--- src/hw/rtl/slsf_pkg.sv ---
// ----------------------------------------------------------------------------
// slsf_pkg
// Types and constants shared by the learning switch forwarder modules.
// ----------------------------------------------------------------------------
package slsf_pkg;

    localparam int MAC_W       = 48;
    localparam int NODE_W      = 3;
    localparam int PORT_W      = 2;
    localparam int MASK_W      = 4;
    localparam int SPOKE_W     = 2;
    localparam int QUEUE_DEPTH = 2;

    localparam logic [MAC_W-1:0] MAC_BCAST = '1;

    typedef enum logic [1:0] {
        NODE_SPOKE,
        NODE_HUB,
        NODE_NONE
    } t_node_kind;

    typedef enum logic [1:0] {
        BK_IDLE,
        BK_SCAN,
        BK_FINISH
    } t_back_state;

    typedef struct packed {
        t_node_kind              kind;
        logic [NODE_W-1:0]       node;
        logic                    local_seg;
        logic                    learn;
        logic                    bcast;
        logic                    src_eq_dst;
        logic                    scan;
        logic [MASK_W-1:0]       bcast_mask;
        logic [MASK_W-1:0]       flood_mask;
        logic [MAC_W-1:0]        src_mac;
        logic [MAC_W-1:0]        dst_mac;
    } t_cmd;

    typedef struct packed {
        logic [MAC_W-1:0]        mac;
        logic [SPOKE_W-1:0]      spoke;
    } t_entry;

    typedef struct packed {
        logic                    to_hub;
        logic                    to_local;
        logic [MASK_W-1:0]       hub_port_mask;
        logic                    learn_full;
    } t_result;

endpackage

--- src/hw/rtl/star_learning_switch_forwarder_core.sv ---
// ----------------------------------------------------------------------------
// star_learning_switch_forwarder_core
// Forwarding decision for a hub-and-spoke layer-2 learning switch.
// ----------------------------------------------------------------------------
// Usage:
//   Input channel (i_in_valid / o_in_ready) takes one header word: node id,
//   local flag, hub ingress port and the source and destination macs.
//   Output channel (o_out_valid / i_out_ready) returns one decision word per
//   header: to_hub, to_local, hub port mask and the learn-full flag.
//   i_cfg_we / i_cfg_wdata write the port-present mask; write it only while
//   no header is in flight.
//   The table engine works on one header at a time; it scans the learned
//   entries of the mac table through its single read port, one entry per
//   cycle, and a word with no scan, or an empty table, skips the scan.
//   A two-entry command queue keeps accepting headers while the table engine
//   works, and the engine finishes into an output register.
//   Reset empties the mac table at once (fill count) and sets port-present to
//   all ones. A stalled receiver holds the result; the engine waits for the
//   output register and the queue fills, then o_in_ready drops.
// ----------------------------------------------------------------------------
module star_learning_switch_forwarder_core
    import slsf_pkg::*;
#(
    parameter int SPOKES        = 4,
    parameter int TABLE_ENTRIES = 64
) (
    input  logic                i_clk,
    input  logic                i_rst_n,
    input  logic                i_in_valid,
    output logic                o_in_ready,
    input  logic [NODE_W-1:0]   i_node_id,
    input  logic                i_from_local,
    input  logic [PORT_W-1:0]   i_in_port,
    input  logic [MAC_W-1:0]    i_src_mac,
    input  logic [MAC_W-1:0]    i_dst_mac,
    output logic                o_out_valid,
    input  logic                i_out_ready,
    output logic                o_to_hub,
    output logic                o_to_local,
    output logic [MASK_W-1:0]   o_hub_port_mask,
    output logic                o_learn_full,
    input  logic                i_cfg_we,
    input  logic [MASK_W-1:0]   i_cfg_wdata
);

    logic [MASK_W-1:0] r_port_present;
    logic              q_full;
    logic              q_push;
    t_cmd              front_cmd;
    logic              q_pop;
    logic              q_valid;
    t_cmd              q_cmd;
    t_result           res;

    always_ff @(posedge i_clk) begin
        if (!i_rst_n) begin
            r_port_present <= {MASK_W{1'b1}};
        end else if (i_cfg_we) begin
            r_port_present <= i_cfg_wdata;
        end
    end

    slsf_front #(
        .SPOKES (SPOKES)
    ) u_front (
        .i_in_valid     (i_in_valid),
        .o_in_ready     (o_in_ready),
        .i_node_id      (i_node_id),
        .i_from_local   (i_from_local),
        .i_in_port      (i_in_port),
        .i_src_mac      (i_src_mac),
        .i_dst_mac      (i_dst_mac),
        .i_port_present (r_port_present),
        .i_q_full       (q_full),
        .o_push         (q_push),
        .o_cmd          (front_cmd)
    );

    slsf_queue u_queue (
        .i_clk   (i_clk),
        .i_rst_n (i_rst_n),
        .i_push  (q_push),
        .i_cmd   (front_cmd),
        .o_full  (q_full),
        .i_pop   (q_pop),
        .o_valid (q_valid),
        .o_cmd   (q_cmd)
    );

    slsf_back #(
        .TABLE_ENTRIES (TABLE_ENTRIES)
    ) u_back (
        .i_clk       (i_clk),
        .i_rst_n     (i_rst_n),
        .i_q_valid   (q_valid),
        .i_q_cmd     (q_cmd),
        .o_q_pop     (q_pop),
        .o_out_valid (o_out_valid),
        .i_out_ready (i_out_ready),
        .o_res       (res)
    );

    assign o_to_hub        = res.to_hub;
    assign o_to_local      = res.to_local;
    assign o_hub_port_mask = res.hub_port_mask;
    assign o_learn_full    = res.learn_full;

endmodule

--- src/hw/rtl/slsf_front.sv ---
// ----------------------------------------------------------------------------
// slsf_front
// Takes header words and classifies them into commands for the back end.
// ----------------------------------------------------------------------------
module slsf_front
    import slsf_pkg::*;
#(
    parameter int SPOKES = 4
) (
    input  logic                i_in_valid,
    output logic                o_in_ready,
    input  logic [NODE_W-1:0]   i_node_id,
    input  logic                i_from_local,
    input  logic [PORT_W-1:0]   i_in_port,
    input  logic [MAC_W-1:0]    i_src_mac,
    input  logic [MAC_W-1:0]    i_dst_mac,
    input  logic [MASK_W-1:0]   i_port_present,
    input  logic                i_q_full,
    output logic                o_push,
    output t_cmd                o_cmd
);

    localparam logic [MASK_W-1:0] ALL_PORTS =
        (SPOKES >= MASK_W) ? {MASK_W{1'b1}} : MASK_W'((1 << SPOKES) - 1);

    logic              is_hub;
    logic              is_spoke;
    logic [MASK_W-1:0] in_bit;

    always_comb begin
        is_hub   = (int'(i_node_id) == SPOKES);
        is_spoke = (int'(i_node_id) < SPOKES);
        in_bit   = MASK_W'(1) << i_in_port;

        o_cmd.kind       = is_hub ? NODE_HUB : (is_spoke ? NODE_SPOKE : NODE_NONE);
        o_cmd.node       = i_node_id;
        o_cmd.local_seg  = i_from_local;
        o_cmd.learn      = is_spoke && i_from_local && (i_src_mac != MAC_BCAST);
        o_cmd.bcast      = (i_dst_mac == MAC_BCAST);
        o_cmd.src_eq_dst = (i_src_mac == i_dst_mac);
        o_cmd.scan       = (is_hub || is_spoke) && (o_cmd.learn || !o_cmd.bcast);
        o_cmd.bcast_mask = i_port_present & ALL_PORTS & ~in_bit;
        o_cmd.flood_mask = ALL_PORTS & ~in_bit;
        o_cmd.src_mac    = i_src_mac;
        o_cmd.dst_mac    = i_dst_mac;
    end

    assign o_in_ready = !i_q_full;
    assign o_push     = i_in_valid && !i_q_full;

endmodule

--- src/hw/rtl/slsf_queue.sv ---
// ----------------------------------------------------------------------------
// slsf_queue
// Short command queue between the classifier and the table engine.
// ----------------------------------------------------------------------------
module slsf_queue
    import slsf_pkg::*;
(
    input  logic i_clk,
    input  logic i_rst_n,
    input  logic i_push,
    input  t_cmd i_cmd,
    output logic o_full,
    input  logic i_pop,
    output logic o_valid,
    output t_cmd o_cmd
);

    localparam int PW = (QUEUE_DEPTH > 1) ? $clog2(QUEUE_DEPTH) : 1;
    localparam int CW = $clog2(QUEUE_DEPTH + 1);

    t_cmd          r_slot [QUEUE_DEPTH];
    logic [PW-1:0] r_wr_ptr;
    logic [PW-1:0] r_rd_ptr;
    logic [CW-1:0] r_fill;
    logic [PW-1:0] n_wr_ptr;
    logic [PW-1:0] n_rd_ptr;
    logic [CW-1:0] n_fill;

    always_comb begin
        n_wr_ptr = r_wr_ptr;
        n_rd_ptr = r_rd_ptr;
        n_fill   = r_fill;
        if (i_push) begin
            n_wr_ptr = (r_wr_ptr == PW'(QUEUE_DEPTH - 1)) ? '0 : r_wr_ptr + 1'b1;
        end
        if (i_pop) begin
            n_rd_ptr = (r_rd_ptr == PW'(QUEUE_DEPTH - 1)) ? '0 : r_rd_ptr + 1'b1;
        end
        if (i_push && !i_pop) begin
            n_fill = r_fill + 1'b1;
        end else if (!i_push && i_pop) begin
            n_fill = r_fill - 1'b1;
        end
    end

    always_ff @(posedge i_clk) begin
        if (!i_rst_n) begin
            r_wr_ptr <= '0;
            r_rd_ptr <= '0;
            r_fill   <= '0;
        end else begin
            r_wr_ptr <= n_wr_ptr;
            r_rd_ptr <= n_rd_ptr;
            r_fill   <= n_fill;
        end
    end

    always_ff @(posedge i_clk) begin
        if (i_push) begin
            r_slot[r_wr_ptr] <= i_cmd;
        end
    end

    assign o_full  = (r_fill == CW'(QUEUE_DEPTH));
    assign o_valid = (r_fill != '0);
    assign o_cmd   = r_slot[r_rd_ptr];

endmodule

--- src/hw/rtl/slsf_back.sv ---
// ----------------------------------------------------------------------------
// slsf_back
// Table engine: scans the mac table, learns the source, decides forwarding.
// ----------------------------------------------------------------------------
module slsf_back
    import slsf_pkg::*;
#(
    parameter int TABLE_ENTRIES = 64
) (
    input  logic    i_clk,
    input  logic    i_rst_n,
    input  logic    i_q_valid,
    input  t_cmd    i_q_cmd,
    output logic    o_q_pop,
    output logic    o_out_valid,
    input  logic    i_out_ready,
    output t_result o_res
);

    localparam int AW = $clog2(TABLE_ENTRIES);
    localparam int CW = $clog2(TABLE_ENTRIES + 1);

    // table storage, filled from entry zero upward, never freed
    t_entry r_mem [TABLE_ENTRIES];
    t_entry r_rd_data;

    t_back_state        r_state, n_state;
    t_cmd               r_cmd, n_cmd;
    logic [CW-1:0]      r_addr, n_addr;
    logic [CW-1:0]      r_count, n_count;
    logic               r_pend, n_pend;
    logic               r_src_hit, n_src_hit;
    logic [AW-1:0]      r_src_idx, n_src_idx;
    logic               r_dst_hit, n_dst_hit;
    logic [SPOKE_W-1:0] r_dst_spoke, n_dst_spoke;
    logic               r_out_valid, n_out_valid;
    t_result            r_out, n_out;

    logic               issue;
    logic [AW-1:0]      rd_addr;
    logic               mem_we;
    logic [AW-1:0]      mem_wa;
    t_entry             mem_wd;
    logic               room;
    logic               learn_ok;
    logic               learn_full;
    logic               hit;
    logic [SPOKE_W-1:0] hit_spoke;
    logic               own;
    t_result            res;

    // decision from the scan results
    always_comb begin
        room       = (r_count < CW'(TABLE_ENTRIES));
        learn_ok   = r_cmd.learn && (r_src_hit || room);
        learn_full = r_cmd.learn && !r_src_hit && !room;
        if (r_cmd.bcast) begin
            hit       = 1'b0;
            hit_spoke = r_dst_spoke;
        end else if (learn_ok && r_cmd.src_eq_dst) begin
            hit       = 1'b1;
            hit_spoke = r_cmd.node[SPOKE_W-1:0];
        end else begin
            hit       = r_dst_hit;
            hit_spoke = r_dst_spoke;
        end
        own = (NODE_W'(hit_spoke) == r_cmd.node);

        res = '0;
        res.learn_full = learn_full;
        case (r_cmd.kind)
            NODE_HUB: begin
                if (r_cmd.bcast) begin
                    res.hub_port_mask = r_cmd.bcast_mask;
                end else if (hit) begin
                    res.hub_port_mask = MASK_W'(1) << hit_spoke;
                end else begin
                    res.hub_port_mask = r_cmd.flood_mask;
                end
            end
            NODE_SPOKE: begin
                if (hit) begin
                    res.to_local = own && !r_cmd.local_seg;
                    res.to_hub   = !own && r_cmd.local_seg;
                end else begin
                    res.to_local = !r_cmd.local_seg;
                    res.to_hub   = r_cmd.local_seg;
                end
            end
            default: begin
                res = '0;
            end
        endcase
    end

    always_comb begin
        n_state     = r_state;
        n_cmd       = r_cmd;
        n_addr      = r_addr;
        n_count     = r_count;
        n_pend      = 1'b0;
        n_src_hit   = r_src_hit;
        n_src_idx   = r_src_idx;
        n_dst_hit   = r_dst_hit;
        n_dst_spoke = r_dst_spoke;
        n_out_valid = r_out_valid && !i_out_ready;
        n_out       = r_out;
        o_q_pop     = 1'b0;
        issue       = 1'b0;
        rd_addr     = r_addr[AW-1:0];
        mem_we      = 1'b0;
        mem_wa      = r_src_hit ? r_src_idx : r_count[AW-1:0];
        mem_wd.mac  = r_cmd.src_mac;
        mem_wd.spoke = r_cmd.node[SPOKE_W-1:0];

        case (r_state)
            BK_IDLE: begin
                if (i_q_valid) begin
                    o_q_pop   = 1'b1;
                    n_cmd     = i_q_cmd;
                    n_addr    = '0;
                    n_src_hit = 1'b0;
                    n_dst_hit = 1'b0;
                    n_state   = BK_SCAN;
                end
            end
            BK_SCAN: begin
                issue  = r_cmd.scan && (r_addr < r_count);
                n_pend = issue;
                if (issue) begin
                    n_addr = r_addr + 1'b1;
                end
                // compare the word read in the previous cycle
                if (r_pend) begin
                    if (!r_src_hit && r_rd_data.mac == r_cmd.src_mac) begin
                        n_src_hit = 1'b1;
                        n_src_idx = AW'(r_addr - 1'b1);
                    end
                    if (!r_dst_hit && r_rd_data.mac == r_cmd.dst_mac) begin
                        n_dst_hit   = 1'b1;
                        n_dst_spoke = r_rd_data.spoke;
                    end
                end
                if (!issue && !r_pend) begin
                    n_state = BK_FINISH;
                end
            end
            BK_FINISH: begin
                if (!r_out_valid || i_out_ready) begin
                    mem_we      = learn_ok;
                    if (learn_ok && !r_src_hit) begin
                        n_count = r_count + 1'b1;
                    end
                    n_out       = res;
                    n_out_valid = 1'b1;
                    n_state     = BK_IDLE;
                end
            end
            default: begin
                n_state = BK_IDLE;
            end
        endcase
    end

    always_ff @(posedge i_clk) begin
        if (!i_rst_n) begin
            r_state     <= BK_IDLE;
            r_count     <= '0;
            r_pend      <= 1'b0;
            r_out_valid <= 1'b0;
        end else begin
            r_state     <= n_state;
            r_count     <= n_count;
            r_pend      <= n_pend;
            r_out_valid <= n_out_valid;
        end
    end

    always_ff @(posedge i_clk) begin
        r_cmd       <= n_cmd;
        r_addr      <= n_addr;
        r_src_hit   <= n_src_hit;
        r_src_idx   <= n_src_idx;
        r_dst_hit   <= n_dst_hit;
        r_dst_spoke <= n_dst_spoke;
        r_out       <= n_out;
    end

    always_ff @(posedge i_clk) begin
        if (mem_we) begin
            r_mem[mem_wa] <= mem_wd;
        end
    end

    always_ff @(posedge i_clk) begin
        r_rd_data <= r_mem[rd_addr];
    end

    assign o_out_valid = r_out_valid;
    assign o_res       = r_out;

endmodule

--- config.mk ---
export PLATFORM = sky130hd
export DESIGN_NAME = star_learning_switch_forwarder_core
export DESIGN_NICKNAME = d
export VERILOG_FILES = /design/src/hw/rtl/slsf_pkg.sv /design/src/hw/rtl/star_learning_switch_forwarder_core.sv /design/src/hw/rtl/slsf_front.sv /design/src/hw/rtl/slsf_queue.sv /design/src/hw/rtl/slsf_back.sv
export SDC_FILE = /design/constraint.sdc
export NUM_CORES = 2
export LEC_CHECK = 0
export CAP_MARGIN = 20
export CORE_ASPECT_RATIO = 0.9
export CORE_MARGIN = 3
export CORE_UTILIZATION = 30
export CTS_CLUSTER_DIAMETER = 30
export CTS_CLUSTER_SIZE = 24
export DETAILED_ROUTE_END_ITERATION = 10
export DONT_BUFFER_PORTS = 1
export PLACE_DENSITY = 0.51
export SYNTH_ARGS = -nofsm -noshare
export SYNTH_HDL_FRONTEND = slang
export SYNTH_HIERARCHICAL = 1
export SYNTH_SLANG_ARGS = --single-unit
--- constraint.sdc ---
create_clock -name i_clk -period 19.55 [get_ports i_clk]
set_input_delay 0 -clock i_clk [delete_from_list [all_inputs] [get_ports i_clk]]
set_output_delay 0 -clock i_clk [all_outputs]
set_load 0.02 [all_outputs]
==> impl_results.md <==
- Initial core utilization: 30.1%
- Fin cells: 13600
- Die height: 653 µm
- Actual slew at the worst max-slew pin: 1.17 ns
- Period utilization: 28.1%
- Gp weighted congestion: 0.810
- Design Area, Final: 169000 µm²
- Layout cells sized above 1: 29.2%
- Worst Path Required: 20.32 ns
- Element type at the critical path start: flip-flop
- Core ar.: 463000 µm²
- Initial DRC count: 8612
- Worst reg2reg path startpoint: u_back/r_addr[1]
- Clock share of power: 37.9%
- Power per cell area: 160 nW/µm²
- CTS sink count: 3636
- Post-CTS setup buffer count: 0
- Power share of the combinational group: 24.3%
- Switch share: 30.3%
- # DRC: 0
- FFs w/ async S/R, synth: 0%
- Yosys top cell area share: 76.7%
- Highest clock rate: 182 MHz
- WL/cell: 30.1 µm
- Vias in the first global route: 71500
- Power, Total: 27.0 mW
- Slew HR: 21.7%
- Synth Instances: 6291
- DIE AREA: 474000 µm²
- Final Max Tran Viols: 0
- Area Overhead vs Synth: 21.1%
- Root Driver: clkbuf_16
- Overflow after GRT: 0
- Int Pwr: 18.8 mW
- RSZ-0062 raised after global routing: no
- CP max stage delay: 0.71 ns
- Crit-path most repeated cell: buf_4
- Rows: 237
- Max clock buf depth: 4
- # setup viols final: 0
- Setup WS pre-CTS: 14.06 ns
- Clk_lat worst skew: 0.92 ns
- Clock Skew: 0.0485 ns
- Post-DP HPWL: 218000 µm
- Highest-count cells in the layout ignoring fill and taps: 3566 x edfxtp_1, 758 x mux4_2, 597 x clkbuf_16
- Yosys warning total: 6
- Synthesized cell area: 140000 µm²
- Crit Path Max Fanout: 124
- DRT Wirelength: 410000 µm
- Die X-Extent: 725 µm
- Max Cap Viol: 0
- Fin nets: 7042
- Hold WC Path Type: in2reg
- Post-synth top flop: edfxtp_1
- First-pass GRT wire length: 569000 µm
- Highest metal used: met5
- I/O pin count: 120
- Worst Hold Launch: i_in_valid
- Fin worst setup slack: 14.06 ns
- WL met2: 194000 µm
- Total track usage: 16.8%
- IO Port Bufs: 0
- First drt pass iteration count: 5
- Switching component of the power: 8.19 mW
- Yosys cell types: 70
- CTS tree: done
- Most common cell after layout, fill and taps aside: edfxtp_1
- Avg Inst Size Synth: 22.2 µm²
- VDD IR max: 146 µV
- Fillers: 42200
- Setup TNS Final: 0 ns
- Crit-path cells: buf_12, buf_12, buf_4, buf_4, buf_4, mux4_2, mux4_2, a311o_1
- Sequential area share after synthesis: 77.7%
- Status: finished clean
- Final Hold Viols: 0
- Worst Setup End Kind: flip-flop
- Met3 WL post-DR: 30700 µm
- DP Area: 147000 µm²
- Post-cts resize count: 0
- Worst-path clk slew: 0.05 ns
- Post-synthesis register bit count: 3636
- Via count: 70000
- CTS buffer count: 589
- Largest net degree at the start of global routing: 125
- Minimum clock period after layout: 5.49 ns
- Met1 wire length: 177000 µm
- Largest area contributor in the netlist: edfxtp_1
- Synthesized Nets: 6412
- Crit path launch: u_back/r_addr[1]
- DP Cell Count: 12300
- ANT nets after route: 0
- Area contributors post-synth: edfxtp_1 77%, mux4_2 12%, mux2i_1 1.7%
- Crit-path slowest cell: buf_4
- Static leakage: 53.4 nW
- Vias/cell: 5.14
- Post-synth EDFFs: 3566
- Sequential power share: 37.8%
- Initial antenna violation count: 13
- Worst Path Arrival: 6.26 ns
- Max H-tree Level: 6
- WS Path Type: reg2reg
- Flop2flop setup slack: 14.06 ns
synthesized netlist by cell type, types with 11 or more instances:
library cell,count
a211o_1,15
a211oi_1,58
a21oi_1,56
a221oi_1,39
a22oi_1,85
a311o_1,23
a31oi_1,35
and2_1,17
buf_1,44
buf_2,74
buf_4,143
buf_6,34
clkbuf_1,107
dfxtp_1,70
edfxtp_1,3566
inv_1,37
mux2_2,96
mux2_4,60
mux2i_1,232
mux4_2,758
nand2_1,72
nand2b_1,21
nand3_1,18
nand4_1,42
nor2_1,100
nor2b_1,46
nor3_1,11
nor4_1,35
o21ai_0,37
o221ai_1,18
o22ai_1,84
or2_2,11
xnor2_1,34
xor2_1,109
worst max-delay path, delay by kind of cell, from the launching register on:
kind | cells | cell delay [ns]
buffers and inverters | 5 | 3.00
muxes | 2 | 0.93
DFF | 1 | 0.60
AOI/OAI and AO/OA | 1 | 0.37
power by group through the flow:
stage | Clock, mW | Combinational [mW] | Sequential [mW]
6_report | 10.2 | 6.55 | 10.2
5_1_grt | 10.8 | 6.94 | 10.2
4_1_cts | 10.4 | 6.64 | 10.2
3_5_place_dp | 0 | 6.56 | 10.3
3_3_place_gp | 0 | 6.46 | 10.3
2_1_floorplan | 0 | 3.79 | 10.7
timing repair:
item,CTS,global route
hold endpoints to repair,356,0
hold buffers,222,0
endpoints found under the setup margin,0,0
sequential cells by signal, summed over array words and instances, names as in the netlist, 2 cells and up, named ones only:
signal,cells
u_queue/r_slot,228
u_back/r_addr,7
u_back/o_res,7
u_back/r_rd_data,50
r_port_present,4
u_back/r_mem,3200
u_queue/r_fill,2
u_back/r_src_idx,6
u_back/r_cmd,64
u_back/r_state,2
u_back/r_dst_spoke,2
u_back/r_count,7
u_back/mem_wd,50
logic make-up after synthesis:
group | Yosys count | synth area share (%)
flip-flops | 3636 | 77.7
AND/OR/NAND/NOR | 398 | 1.47
adder cells (fa/ha/maj) | 10 | 0.0896
AO/OA/AOI/OAI | 509 | 2.60
XOR/XNOR | 143 | 0.897
buffers and inverters | 447 | 1.90
multiplexers | 1148 | 15.3
per-layer routing:
metal	up-vias	global-route usage (%)
met3	541	3.23
li1	28000	-
met1	38500	24.1
met2	3030	26.7
met5	-	0
met4	4	3.73
per-stage QoR:
stage	util [%]	hold slack [ns]
floorplan	-	0.0619
global placement	31.8	0.0643
detailed placement	31.8	0.0676
CTS	36.5	0.0234
global route	36.5	0.0860
finish	36.5	0.0907
worst paths after layout:
check / endpoint / cells after the start
max: u_back/r_rd_data[10] / 8
min: u_queue/r_wr_ptr / 4
min reg2reg: u_back/mem_wd[17] / 1
max reg2reg: u_back/r_rd_data[10] / 8
area by class of cell:
| class | count | area (µm²) | share of cell area, % |
|---|---|---|---|
| repair buffers | 448 | 4030 | 2.38 |
| flip-flops and latches | 3636 | 108000 | 64.1 |
| clock buffers | 681 | 15400 | 9.08 |
| clock inverters | 383 | 4280 | 2.53 |
| multi-input cells | 2208 | 29100 | 17.2 |
| diodes | 3 | 7.51 | 0.00444 |
| well taps | 6214 | 7770 | 4.60 |
| inverters | 38 | 150 | 0.0888 |
No activity file was read; power rests on OpenSTA's default activity.
